<file path="src/design/mixing_buffer_window_search_assert.svh">
`ifndef MIXING_BUFFER_WINDOW_SEARCH_ASSERT_SVH
`define MIXING_BUFFER_WINDOW_SEARCH_ASSERT_SVH

// same-cycle implication, sampled on clk, off while arst_n is low
`define MBWS_ASSERT_IMPL(label, ante, cons, msg) \
	label: assert property (@(posedge clk) disable iff (!arst_n) (ante) |-> (cons)) \
		else $error(msg);

// next-cycle implication, sampled on clk, off while arst_n is low
`define MBWS_ASSERT_NEXT(label, ante, cons, msg) \
	label: assert property (@(posedge clk) disable iff (!arst_n) (ante) |=> (cons)) \
		else $error(msg);

`endif

</file>
<file path="src/design/mbws_pkg.sv">
package mbws_pkg;

	localparam int DEPTH = 32;
	localparam int SLOT_W = $clog2(DEPTH);
	localparam int CUR_W = $clog2(DEPTH + 1);
	localparam int SUM_W = SLOT_W + 1;
	localparam logic [CUR_W-1:0] FILL_FULL = CUR_W'(DEPTH);
	localparam logic [SLOT_W-1:0] HEAD_LAST = SLOT_W'(DEPTH - 1);
	localparam logic [SUM_W-1:0] SUM_WRAP = SUM_W'(DEPTH);

	localparam int TAG_W = 16;
	localparam int MULT_W = 12;
	localparam int MATCH_SLOT_W = 5;
	localparam int MIX_W = 8;
	localparam int CFG_IDX_W = 4;
	localparam int CFG_DATA_W = 12;

	localparam logic [MULT_W-1:0] DELTA_MAX_RST = MULT_W'(100);
	localparam logic [MIX_W-1:0] MAX_MIXED_RST = MIX_W'(2);

	typedef enum logic [0:0] {
		CMD_ADD   = 1'b0,
		CMD_QUERY = 1'b1
	} cmd_t;

	typedef enum logic [2:0] {
		ST_ADDED   = 3'd0,
		ST_EVICTED = 3'd1,
		ST_MATCH   = 3'd2,
		ST_NONE    = 3'd3,
		ST_LIMIT   = 3'd4
	} status_t;

	typedef enum logic [CFG_IDX_W-1:0] {
		CFG_DELTA_MAX = 4'd0,
		CFG_MAX_MIXED = 4'd1
	} cfg_idx_t;

	typedef enum logic [2:0] {
		S_IDLE,
		S_EXEC,
		S_READ,
		S_CHECK,
		S_FINISH
	} state_t;

	typedef struct packed {
		cmd_t              cmd;
		logic [TAG_W-1:0]  event_tag;
		logic [MULT_W-1:0] multiplicity;
		logic              restart;
	} req_t;

	typedef struct packed {
		status_t                 status;
		logic [TAG_W-1:0]        match_tag;
		logic [MATCH_SLOT_W-1:0] match_slot;
		logic [MULT_W-1:0]       match_multiplicity;
	} rsp_t;

	typedef struct packed {
		logic [TAG_W-1:0]  tag;
		logic [MULT_W-1:0] mult;
	} entry_t;

	typedef struct packed {
		logic item_load;
		logic do_add;
		logic set_limit;
		logic start_query;
		logic rd_en;
		logic set_none;
		logic set_found;
		logic advance;
		logic out_load;
	} ctl_cmd_t;

	typedef struct packed {
		logic is_add;
		logic limit_hit;
		logic scan_end;
		logic hit;
		logic out_free;
	} ctl_sts_t;

endpackage

</file>
<file path="src/design/mbws_ram.sv">
module mbws_ram #(
	parameter int Width = 8,
	parameter int Depth = 32,
	parameter int AddrW = $clog2(Depth)
) (
	input  logic             clk,
	input  logic             we,
	input  logic [AddrW-1:0] waddr,
	input  logic [Width-1:0] wdata,
	input  logic             re,
	input  logic [AddrW-1:0] raddr,
	output logic [Width-1:0] rdata
);

	logic [Width-1:0] mem_q [Depth];

	always_ff @(posedge clk) begin
		if (we) begin
			mem_q[waddr] <= wdata;
		end
		if (re) begin
			rdata <= mem_q[raddr];
		end
	end

endmodule

</file>
<file path="src/design/mbws_ctrl.sv">
module mbws_ctrl (
	input  logic               clk,
	input  logic               arst_n,
	input  logic               req_valid,
	output logic               req_stall,
	input  mbws_pkg::ctl_sts_t sts,
	output mbws_pkg::ctl_cmd_t cmd
);

	mbws_pkg::state_t state_q, state_d;

	always_ff @(posedge clk or negedge arst_n) begin
		if (!arst_n) begin
			state_q <= mbws_pkg::S_IDLE;
		end else begin
			state_q <= state_d;
		end
	end

	always_comb begin
		state_d = state_q;
		cmd = '0;
		req_stall = 1'b1;
		case (state_q)
			mbws_pkg::S_IDLE: begin
				req_stall = 1'b0;
				if (req_valid) begin
					cmd.item_load = 1'b1;
					state_d = mbws_pkg::S_EXEC;
				end
			end
			mbws_pkg::S_EXEC: begin
				if (sts.is_add) begin
					cmd.do_add = 1'b1;
					state_d = mbws_pkg::S_FINISH;
				end else if (sts.limit_hit) begin
					cmd.set_limit = 1'b1;
					state_d = mbws_pkg::S_FINISH;
				end else begin
					cmd.start_query = 1'b1;
					state_d = mbws_pkg::S_READ;
				end
			end
			mbws_pkg::S_READ: begin
				if (sts.scan_end) begin
					cmd.set_none = 1'b1;
					state_d = mbws_pkg::S_FINISH;
				end else begin
					cmd.rd_en = 1'b1;
					state_d = mbws_pkg::S_CHECK;
				end
			end
			mbws_pkg::S_CHECK: begin
				if (sts.hit) begin
					cmd.set_found = 1'b1;
					state_d = mbws_pkg::S_FINISH;
				end else begin
					cmd.advance = 1'b1;
					state_d = mbws_pkg::S_READ;
				end
			end
			mbws_pkg::S_FINISH: begin
				if (sts.out_free) begin
					cmd.out_load = 1'b1;
					state_d = mbws_pkg::S_IDLE;
				end
			end
			default: begin
				state_d = mbws_pkg::S_IDLE;
			end
		endcase
	end

endmodule

</file>
<file path="src/design/mbws_datapath.sv">
`include "mixing_buffer_window_search_assert.svh"

module mbws_datapath (
	input  logic                                clk,
	input  logic                                arst_n,
	input  mbws_pkg::req_t                      req,
	input  mbws_pkg::ctl_cmd_t                  cmd,
	output mbws_pkg::ctl_sts_t                  sts,
	input  logic                                cfg_valid,
	output logic                                cfg_ready,
	input  logic [mbws_pkg::CFG_IDX_W-1:0]      cfg_index,
	input  logic [mbws_pkg::CFG_DATA_W-1:0]     cfg_data,
	output logic                                rsp_valid,
	input  logic                                rsp_stall,
	output mbws_pkg::rsp_t                      rsp
);

	mbws_pkg::req_t                    item_q;
	mbws_pkg::rsp_t                    res_q;
	mbws_pkg::rsp_t                    out_q;
	logic                              out_valid_q;
	logic [mbws_pkg::CUR_W-1:0]        fill_q;
	logic [mbws_pkg::CUR_W-1:0]        cursor_q;
	logic [mbws_pkg::SLOT_W-1:0]       head_q;
	logic [mbws_pkg::MIX_W-1:0]        mixed_q;
	logic [mbws_pkg::MULT_W-1:0]       delta_q;
	logic [mbws_pkg::MIX_W-1:0]        max_mixed_q;

	logic [mbws_pkg::CUR_W-1:0]        cur_eff;
	logic [mbws_pkg::MIX_W-1:0]        mix_eff;
	logic [mbws_pkg::SLOT_W-1:0]       head_new;
	logic [mbws_pkg::SUM_W-1:0]        addr_sum;
	logic [mbws_pkg::SUM_W-1:0]        addr_wrap;
	logic [mbws_pkg::SLOT_W-1:0]       raddr;
	logic                              full;
	mbws_pkg::entry_t                  wentry;
	mbws_pkg::entry_t                  rentry;
	logic [mbws_pkg::MULT_W-1:0]       diff;

	assign cfg_ready = 1'b1;

	assign cur_eff = item_q.restart ? '0 : cursor_q;
	assign mix_eff = item_q.restart ? '0 : mixed_q;
	assign full = (fill_q == mbws_pkg::FILL_FULL);
	assign head_new = (head_q == '0) ? mbws_pkg::HEAD_LAST : head_q - 1'b1;

	// map logical slot to physical address of the ring
	assign addr_sum = mbws_pkg::SUM_W'(head_q) + mbws_pkg::SUM_W'(cursor_q);
	assign addr_wrap = (addr_sum >= mbws_pkg::SUM_WRAP) ? addr_sum - mbws_pkg::SUM_WRAP
		: addr_sum;
	assign raddr = addr_wrap[mbws_pkg::SLOT_W-1:0];

	assign wentry.tag = item_q.event_tag;
	assign wentry.mult = item_q.multiplicity;

	mbws_ram #(
		.Width($bits(mbws_pkg::entry_t)),
		.Depth(mbws_pkg::DEPTH)
	) u_store (
		.clk  (clk),
		.we   (cmd.do_add),
		.waddr(head_new),
		.wdata(wentry),
		.re   (cmd.rd_en),
		.raddr(raddr),
		.rdata(rentry)
	);

	assign diff = (rentry.mult > item_q.multiplicity) ? rentry.mult - item_q.multiplicity
		: item_q.multiplicity - rentry.mult;

	assign sts.is_add = (item_q.cmd == mbws_pkg::CMD_ADD);
	assign sts.limit_hit = (mix_eff >= max_mixed_q);
	assign sts.scan_end = (cursor_q >= fill_q);
	assign sts.hit = (diff <= delta_q);
	assign sts.out_free = !out_valid_q || !rsp_stall;

	assign rsp_valid = out_valid_q;
	assign rsp = out_q;

	always_ff @(posedge clk) begin
		if (cmd.item_load) begin
			item_q <= req;
		end
		if (cmd.do_add) begin
			res_q <= '{status: full ? mbws_pkg::ST_EVICTED : mbws_pkg::ST_ADDED,
				default: '0};
		end else if (cmd.set_limit) begin
			res_q <= '{status: mbws_pkg::ST_LIMIT, default: '0};
		end else if (cmd.set_none) begin
			res_q <= '{status: mbws_pkg::ST_NONE, default: '0};
		end else if (cmd.set_found) begin
			res_q.status <= mbws_pkg::ST_MATCH;
			res_q.match_tag <= rentry.tag;
			res_q.match_slot <= mbws_pkg::MATCH_SLOT_W'(cursor_q);
			res_q.match_multiplicity <= rentry.mult;
		end
		if (cmd.out_load) begin
			out_q <= res_q;
		end
	end

	always_ff @(posedge clk or negedge arst_n) begin
		if (!arst_n) begin
			fill_q <= '0;
			head_q <= '0;
			cursor_q <= '0;
			mixed_q <= '0;
			delta_q <= mbws_pkg::DELTA_MAX_RST;
			max_mixed_q <= mbws_pkg::MAX_MIXED_RST;
			out_valid_q <= 1'b0;
		end else begin
			if (cfg_valid) begin
				case (cfg_index)
					mbws_pkg::CFG_DELTA_MAX: delta_q <= cfg_data;
					mbws_pkg::CFG_MAX_MIXED: max_mixed_q <= cfg_data[mbws_pkg::MIX_W-1:0];
					default: ;
				endcase
			end
			if (cmd.do_add) begin
				head_q <= head_new;
				if (!full) begin
					fill_q <= fill_q + 1'b1;
				end
			end
			if (cmd.set_limit) begin
				cursor_q <= cur_eff;
				mixed_q <= mix_eff;
			end
			if (cmd.start_query) begin
				cursor_q <= (cur_eff == mbws_pkg::FILL_FULL) ? cur_eff : cur_eff + 1'b1;
				mixed_q <= mix_eff + 1'b1;
			end
			if (cmd.advance) begin
				cursor_q <= cursor_q + 1'b1;
			end
			if (cmd.out_load) begin
				out_valid_q <= 1'b1;
			end else if (!rsp_stall) begin
				out_valid_q <= 1'b0;
			end
		end
	end

	`MBWS_ASSERT_IMPL(a_fill_bound, 1'b1, fill_q <= mbws_pkg::FILL_FULL, "fill past depth")
	`MBWS_ASSERT_IMPL(a_cursor_bound, 1'b1, cursor_q <= mbws_pkg::FILL_FULL, "cursor past depth")
	`MBWS_ASSERT_IMPL(a_read_in_fill, cmd.rd_en, cursor_q < fill_q, "read beyond fill")
	`MBWS_ASSERT_NEXT(a_evict_flag, cmd.do_add && full, res_q.status == mbws_pkg::ST_EVICTED,
		"eviction not flagged")

endmodule

</file>
<file path="src/design/mixing_buffer_window_search.sv">
// Mixing buffer with a multiplicity-window search.
// Request channel (req_valid, req_stall, req): cmd 0 adds a record at slot 0
// and pushes older records down; cmd 1 queries for the next record whose
// multiplicity lies within delta_max of the query's, starting one past the
// cursor. Every request yields exactly one response beat on rsp_valid,
// rsp_stall, rsp. Config channel (cfg_valid, cfg_ready, cfg_index, cfg_data)
// writes delta_max (index 0) and max_mixed (index 1); write only while idle.
// Records sit in a ring in a single RAM; one beat is accepted at a time.
// An add, or a query stopped by the limit, passes from EXEC straight to
// FINISH. A query alternates READ, which reads one slot from the RAM, and
// CHECK, which compares it, until a slot matches or the scan runs off the
// fill. At most 31 slots are examined.
// The next request is accepted the cycle after the response is loaded.
// Reset empties the buffer, zeroes cursor and mixed count and restores
// delta_max 100 and max_mixed 2; no clearing pass is needed.
// A stalled response holds; the block still accepts a new request and
// finishes it, then waits with the new result until the output frees up.
module mixing_buffer_window_search (
	input  logic                            clk,
	input  logic                            arst_n,
	input  logic                            req_valid,
	output logic                            req_stall,
	input  mbws_pkg::req_t                  req,
	output logic                            rsp_valid,
	input  logic                            rsp_stall,
	output mbws_pkg::rsp_t                  rsp,
	input  logic                            cfg_valid,
	output logic                            cfg_ready,
	input  logic [mbws_pkg::CFG_IDX_W-1:0]  cfg_index,
	input  logic [mbws_pkg::CFG_DATA_W-1:0] cfg_data
);

	mbws_pkg::ctl_cmd_t cmd;
	mbws_pkg::ctl_sts_t sts;

	mbws_ctrl u_ctrl (
		.clk      (clk),
		.arst_n   (arst_n),
		.req_valid(req_valid),
		.req_stall(req_stall),
		.sts      (sts),
		.cmd      (cmd)
	);

	mbws_datapath u_dp (
		.clk      (clk),
		.arst_n   (arst_n),
		.req      (req),
		.cmd      (cmd),
		.sts      (sts),
		.cfg_valid(cfg_valid),
		.cfg_ready(cfg_ready),
		.cfg_index(cfg_index),
		.cfg_data (cfg_data),
		.rsp_valid(rsp_valid),
		.rsp_stall(rsp_stall),
		.rsp      (rsp)
	);

endmodule

</file>
<file path="config.mk">
export PLATFORM = sky130hd
export DESIGN_NAME = mixing_buffer_window_search
export DESIGN_NICKNAME = d
export VERILOG_FILES = /design/src/design/mbws_pkg.sv /design/src/design/mbws_ram.sv /design/src/design/mbws_ctrl.sv /design/src/design/mbws_datapath.sv /design/src/design/mixing_buffer_window_search.sv
export VERILOG_INCLUDE_DIRS = /design/src /design/src/design
export SDC_FILE = /design/constraint.sdc
export NUM_CORES = 1
export LEC_CHECK = 0
export ABC_CLOCK_PERIOD_IN_PS = 9300
export BUFFER_PORTS_ARGS = -buffer_cell sky130_fd_sc_hd__buf_2
export CORE_UTILIZATION = 28
export CTS_CLUSTER_DIAMETER = 60
export CTS_CLUSTER_SIZE = 25
export DETAILED_ROUTE_END_ITERATION = 10
export GPL_ROUTABILITY_DRIVEN = 0
export PLACE_DENSITY = 0.4
export SLEW_MARGIN = 15
export SYNTH_ARGS = -nofsm -noshare
export SYNTH_HDL_FRONTEND = slang
export SYNTH_SLANG_ARGS = --single-unit
</file>
<file path="constraint.sdc">
create_clock -name clk -period 9.3 [get_ports clk]
set_input_delay 1.395 -clock clk [delete_from_list [all_inputs] [get_ports clk]]
set_output_delay 1.395 -clock clk [all_outputs]
set_load 0.01 [all_outputs]
</file>
# Yosys cells after proc, flatten, opt, wreduce, memory -nomap -nowiden

Memories as Yosys holds them, arrays and structs flattened. A register that Yosys moved wholly into a read port is not among the register bits.
Cells that the tools add are included.
Widths: inputs -> output; s select.

Register bits after elaboration: 151
RAM bits: 896
Input bits: 51
Memories kept: 1

Memory list:

| memory             | depth | bits a word | rd ports | clocked after memory_dff | wr ports | RTL line       | RTL |
|---|---|---|---|---|---|---|---|
| u_dp.u_store.mem_q | 32    | 28          | 1        | 1                        | 1        | mbws_ram.sv:15 | `logic [Width-1:0] mem_q [Depth];` |

Add/subtract/negate cells: 9
Magnitude comparators: 5
Eq/ne operators: 10
Muxes and demuxes: 43
Bitwise logic cells: 1
Reduce and logical (&&, ||, !) cells: 14

Operator list:

| kind                | number |
|---|---|
| $mux 36             | 4 |
| $mux 6              | 5 |
| $mux 8              | 3 |
| $sub 12x12->12      | 2 |
| $mux 3              | 7 |
| $add 6x1->6 const B | 3 |
| $mux 1              | 17 |
| $pmux 3 s5          | 1 |
| $eq 6x6->1 const B  | 2 |
| $gt 12x12->1        | 1 |
| $le 12x12->1        | 1 |
| $mux 12             | 1 |
| $mux 5              | 2 |
| $sub 5x1->5 const B | 2 |
| $add 8x1->8 const B | 1 |
| $ge 8x8->1          | 1 |
| $reduce_and 2->1    | 4 |
| $add 5x6->6         | 1 |
| $eq 3x2->1 const B  | 2 |
| $ge 6x6->1          | 1 |
| $ge 6x6->1 const B  | 1 |
| $mux 2              | 3 |
| $logic_not 5->1     | 1 |
| $eq 4x1->1 const B  | 1 |
| other kinds (13)    | 15 |

# Depth between registers and ports, before layout

Word-level depth: 9
Depth in mapped cells: 20
Depth with buffers taken out: 17

# Modules after synthesis

From an unflattened synthesis, not the netlist that was laid out.

Cells, all modules: 2,666
Area total of the unflattened synthesis: 43,312.8 sq um

By module, submodules not included:

| module        | times used | cells each | area an instance (sq um) |
|---|---|---|---|
| mbws_ram      | 1          | 1,984      | 35,731.8 |
| mbws_datapath | 1          | 657        | 7,360.8 |
| mbws_ctrl     | 1          | 25         | 220.2 |

# Worst setup path after synthesis

No wires, ideal clock.

Kind: register to register
Start: register u_dp.item_q[4] in the netlist's numbering
End: register u_dp.res_q[33] in the netlist's numbering, enable pin
Setup time: 0.306 ns
Arrival time: 3.927 ns
Required time: 8.994 ns
Slack: 5.067 ns
Stages on the path, launching flop included: 19
Clock period less this slack: 4.233 ns
Path through: edfxtp_1 -> ha_1 -> buf_6 -> nand4_2 -> or4_4 -> nand3_2 -> o21ai_2 -> buf_6 -> mux2i_1 -> xnor2_1 -> ha_1 -> a21oi_1 -> o221ai_1 -> a211o_1 -> a21boi_1 -> buf_2 -> buf_4 -> inv_2 -> nand3_1

Longest elaborated chain between the ends: 6
Elaborated cells between the ends (all ways): 8

RTL lines:

| what                                         | RTL line            | RTL |
|---|---|---|
| start, declared                              | mbws_datapath.sv:18 | `mbws_pkg::req_t item_q;` |
| start signal, assigned                       | mbws_datapath.sv:83 | `item_q <= req;` |
| $sub 12x12->12, or another cell as far along | mbws_datapath.sv:70 | `: item_q.multiplicity - rentry.mult;` |
| $mux 12 *                                    | mbws_datapath.sv:69 | `assign diff = (rentry.mult > item_q.multiplicity) ? rentry.mult - item_q.multiplicity` |
| $le 12x12->1 *                               | mbws_datapath.sv:75 | `assign sts.hit = (diff <= delta_q);` |
| $mux 1 *                                     | mbws_ctrl.sv:54     | `if (sts.hit) begin` |
| $mux 2 *                                     | mbws_ctrl.sv:24     | `case (state_q)` |
| $reduce_bool 4->1 (no line) *                | n/a                 |  |
| end signal, assigned                         | mbws_datapath.sv:86 | `res_q <= '{status: full ? mbws_pkg::ST_EVICTED : mbws_pkg::ST_ADDED,` |
| end, declared                                | mbws_datapath.sv:19 | `mbws_pkg::rsp_t res_q;` |

Every way passes the cells marked *; elsewhere a longest branch is shown, timed or not.
A chain may end at the register's enable or synchronous reset.

# Worst setup path in the final report

Start: register u_dp.item_q[4] in the netlist's numbering
End: register u_dp.res_q[35] in the netlist's numbering, enable pin

Same word-level chain as after synthesis.

==> qor.txt <==
Final setup viols -> 0
Top_reg_cell synth -> edfxtp_1
Power density over the cells -> 394 nW/um^2
Largest family of logic cells by synthesized area -> multiplexers
Initial drt markers -> 2,007
Hpwl dp -> 67.6 mm
Distinct cells, synth -> 68
Final slew viol count -> 0
Area delta synth->final -> 16.0%
CP endpoint kind -> flop
Internal -> 11.6 mW
Area occupied by registers -> 31,700 um^2
Worst R2R Start -> u_dp.item_q[4]$_DFFE_PP_
Top cell type's share of synthesized area -> 69.3%
Antenna-violating nets left -> 0
Clk_skew -> 0.0428 ns
GRT Total Usage -> 16.5%
Vias per cell -> 4.83
Setup TNS -> 0 ns
Switching pwr -> 8.05 mW
Critical Path Fanout Max -> 34
H-tree depth -> 3
CTS root buf -> clkbuf_16
Adder-Cell Fraction of Synth Area -> 2.00%
Max cap viols -> 0
Commonest non-fill, non-tap cell in the layout -> edfxtp_1
Worst setup path startpoint -> u_dp.item_q[4]$_DFFE_PP_
Reg2Reg Setup Slack -> 3.76 ns
Post-CTS sizing -> 0
Largest net degree at the start of global routing -> 113
Grt met3 use -> 2.32%
Syn Inst Count -> 2,441
First-pass GRT wire length -> 182 mm
Synth Area in Compound Gates -> 2.30%
Asr flop ratio synth -> 4.56%
Total global routing overflow -> 0
Post-synthesis mux area share -> 13.1%
Clk pin slew, worst setup/hold paths -> 0.07 ns
Leakage power -> 16.5 nW
Wire length per cell -> 27.3 um
M2 GR Usage -> 26.8%
GR met1 Demand/Resource -> 23.2%
Die Ht -> 394 um
Initial antenna violation count -> 6
Clk_lat worst skew -> 0.73 ns
Busiest metal layer after global routing -> met2
Outcome -> finished, final reports clean
Synth Area per Inst -> 17.6 um^2
WHS -> 0.422 ns
Worst setup SP type -> flop
# hold bufs at CTS -> 0
Detailed Route WL -> 128 mm
Critical path arrival -> 5.94 ns
CTS sink count -> 1,075
Leading area contributor after synthesis -> edfxtp_1
Antenna Cells -> 0
Port Buf Inserts -> 88
CTS Buf Count -> 100
Core area -> 152,000 um^2
Initial DRT Pass Iterations -> 6
YS warnings -> 0
Number of global-route vias before repair -> 23,600
Post-CTS setup buffers -> 0
HP Class -> flop to flop
Share of cells above drive strength 1 -> 23.5%
Clock share of power -> 22.7%
WS Path Type -> flop to flop
Hold Fails Final Rpt -> 0
Slew @ Worst Pin -> 1.16 ns
Fin crit period -> 5.54 ns
XOR/XNOR share of the synthesized area -> 0.530%
DR vias -> 22,600
RSZ-0062 raised after global routing -> false
Final nets -> 2,685
FMAX -> 0.181 GHz
Rel. slew slack -> 22.7%
Filler cells -> 14,600
Worst r2r dst -> u_dp.res_q[35]$_SDFFCE_PP0P_
Die area -> 155,000 um^2
Die W -> 394 um
Final Cycle Share -> 59.5%
Req. time, crit path -> 9.71 ns
DRC -> 0
Starting density of the core -> 28.2%
Sequential fraction of design power -> 32.5%
Syn Nets -> 2,559
Clk buf depth -> 3
EDFF count, synth -> 993
Comb power frac -> 44.8%
Combined area of the multi-input logic cells -> 10,800 um^2
Synth Area in Simple Gates -> 6.36%
VDD IR max -> 0.000888 V
Cell Area, Synth -> 43,000 um^2
Most frequent cells in the layout -> edfxtp_1 (993), nand2_1 (320), mux4_2 (224)
Post-synthesis sequential area ratio -> 73.7%
Sw Ratio -> 41.0%
Number of cell rows -> 143
CP endpoint -> u_dp.res_q[35]$_SDFFCE_PP0P_
CTS tree -> built
Top Ports -> 90
Placed Instances -> 4,494
Non-Filler Instances -> 4,685
FF+latch count, synth -> 1,075
FF-to-FF path depth -> 15
Largest cells by area after synthesis -> edfxtp_1 (69%), mux4_2 (12%), nand2_1 (2.8%), dfrtp_1 (2.6%), ha_1 (1.9%)
[worst min-delay path by stage]
stage                                 start                      to  slack, ns  cells after the start
6_report           u_dp.res_q[33]$_DFFE_PP_  u_dp.rsp[33]$_DFFE_PP_       0.42                      0
5_1_grt        u_dp.res_q[34]$_SDFFCE_PP0P_  u_dp.rsp[34]$_DFFE_PP_       0.43                      0
4_1_cts            u_dp.res_q[33]$_DFFE_PP_  u_dp.rsp[33]$_DFFE_PP_       0.42                      0
3_5_place_dp       u_dp.res_q[33]$_DFFE_PP_  u_dp.rsp[33]$_DFFE_PP_       0.41                      0
3_3_place_gp   u_dp.res_q[34]$_SDFFCE_PP0P_  u_dp.rsp[34]$_DFFE_PP_       0.41                      0
2_1_floorplan      u_dp.res_q[33]$_DFFE_PP_  u_dp.rsp[33]$_DFFE_PP_       0.40                      0
[registers in the layout (all words and copies together), names as in the netlist, 6 cells and up]
name	cells
u_dp.u_store.mem_q	896
u_dp.res_q	36
u_dp.rsp	36
u_dp.item_q	30
u_dp.u_store.rdata	28
u_dp.delta_q	12
u_dp.max_mixed_q	8
u_dp.mixed_q	8
u_dp.cursor_q	6
u_dp.fill_q	6
[stage by stage]
| stage | area, um^2 | total power [mW] | setup WS [ns] | utilization, % |
|---|---|---|---|---|
| 4_1_cts | 49900 | 20.0 | 3.81 | 32.8 |
| 3_5_place_dp | 46200 | 15.5 | 3.83 | 30.4 |
| 2_1_floorplan | 43000 | 12.2 | 5.07 | - |
| 3_3_place_gp | 46200 | 15.5 | 3.91 | 30.4 |
| 6_report | 49900 | 19.6 | 3.76 | 32.8 |
| 5_1_grt | 49900 | 20.8 | 3.39 | 32.8 |
[synth_stat cells, types with 4 or more instances]
cell	number
a211oi_1	5
a21o_1	11
a21oi_1	39
a31oi_1	11
and2_1	4
and3_1	5
buf_1	27
buf_2	34
buf_4	12
clkbuf_1	49
dfrtp_1	45
dfstp_2	4
dfxtp_1	33
edfxtp_1	993
ha_1	64
inv_1	73
mux2_2	9
mux2i_1	46
mux4_2	224
nand2_1	320
nand2b_1	5
nand3_1	160
nand4_1	4
nor2_1	93
nor2b_1	7
nor3_1	10
nor4_1	5
o21ai_0	11
o21ai_1	48
or2_1	4
or3_1	4
xnor2_1	17
xor2_1	9
[metal layers]
layer,part of all wire (%),wire [um]
met1,46,59400
met2,47,60700
met3,3.9,5050
met4,2.1,2690
met5,0.010,13
[power groups by stage]
stage	Combinational [mW]	Clock, mW	Sequential, mW
after global placement	9.01	0	6.47
after CTS	9.03	4.57	6.39
after floorplan	5.92	0	6.31
final	8.80	4.45	6.38
after detailed placement	9.00	0	6.50
after global routing	9.63	4.71	6.44
[area by class of cell]
class | instances | share of cell area (%)
clock inverter | 85 | 2.10
clock buffer | 105 | 5.16
multi-input combinational | 1167 | 21.6
tap | 2030 | 5.09
sequential | 1075 | 63.6
timing repair buffer | 148 | 1.88
inverter | 75 | 0.564
[cell families (layout without fill, tap and decap cells)]
| family | count (synthesis) | count (layout) |
|---|---|---|
| compound gates | 160 | 160 |
| flops | 1075 | 1075 |
| buf+inv | 199 | 413 |
| fa+ha+maj | 67 | 67 |
| mux | 281 | 281 |
| other cells | 1 | 1 |
| xor+xnor | 26 | 26 |
| simple gates | 632 | 632 |
[critical path: stages (launching register included)]
cell      delay, ns
edfxtp_1       0.80
ha_1           0.68
a21oi_1        0.15
a211oi_1       0.32
a211oi_2       0.10
o21ai_2        0.62
mux2i_1        0.29
xnor2_1        0.16
ha_1           0.27
a21oi_1        0.15
o221ai_1       0.13
a211o_1        0.38
a21boi_4       0.24
buf_4          0.68
inv_2          0.06
nand3_1        0.18
Note: power is estimated with default switching activity, not from simulation.
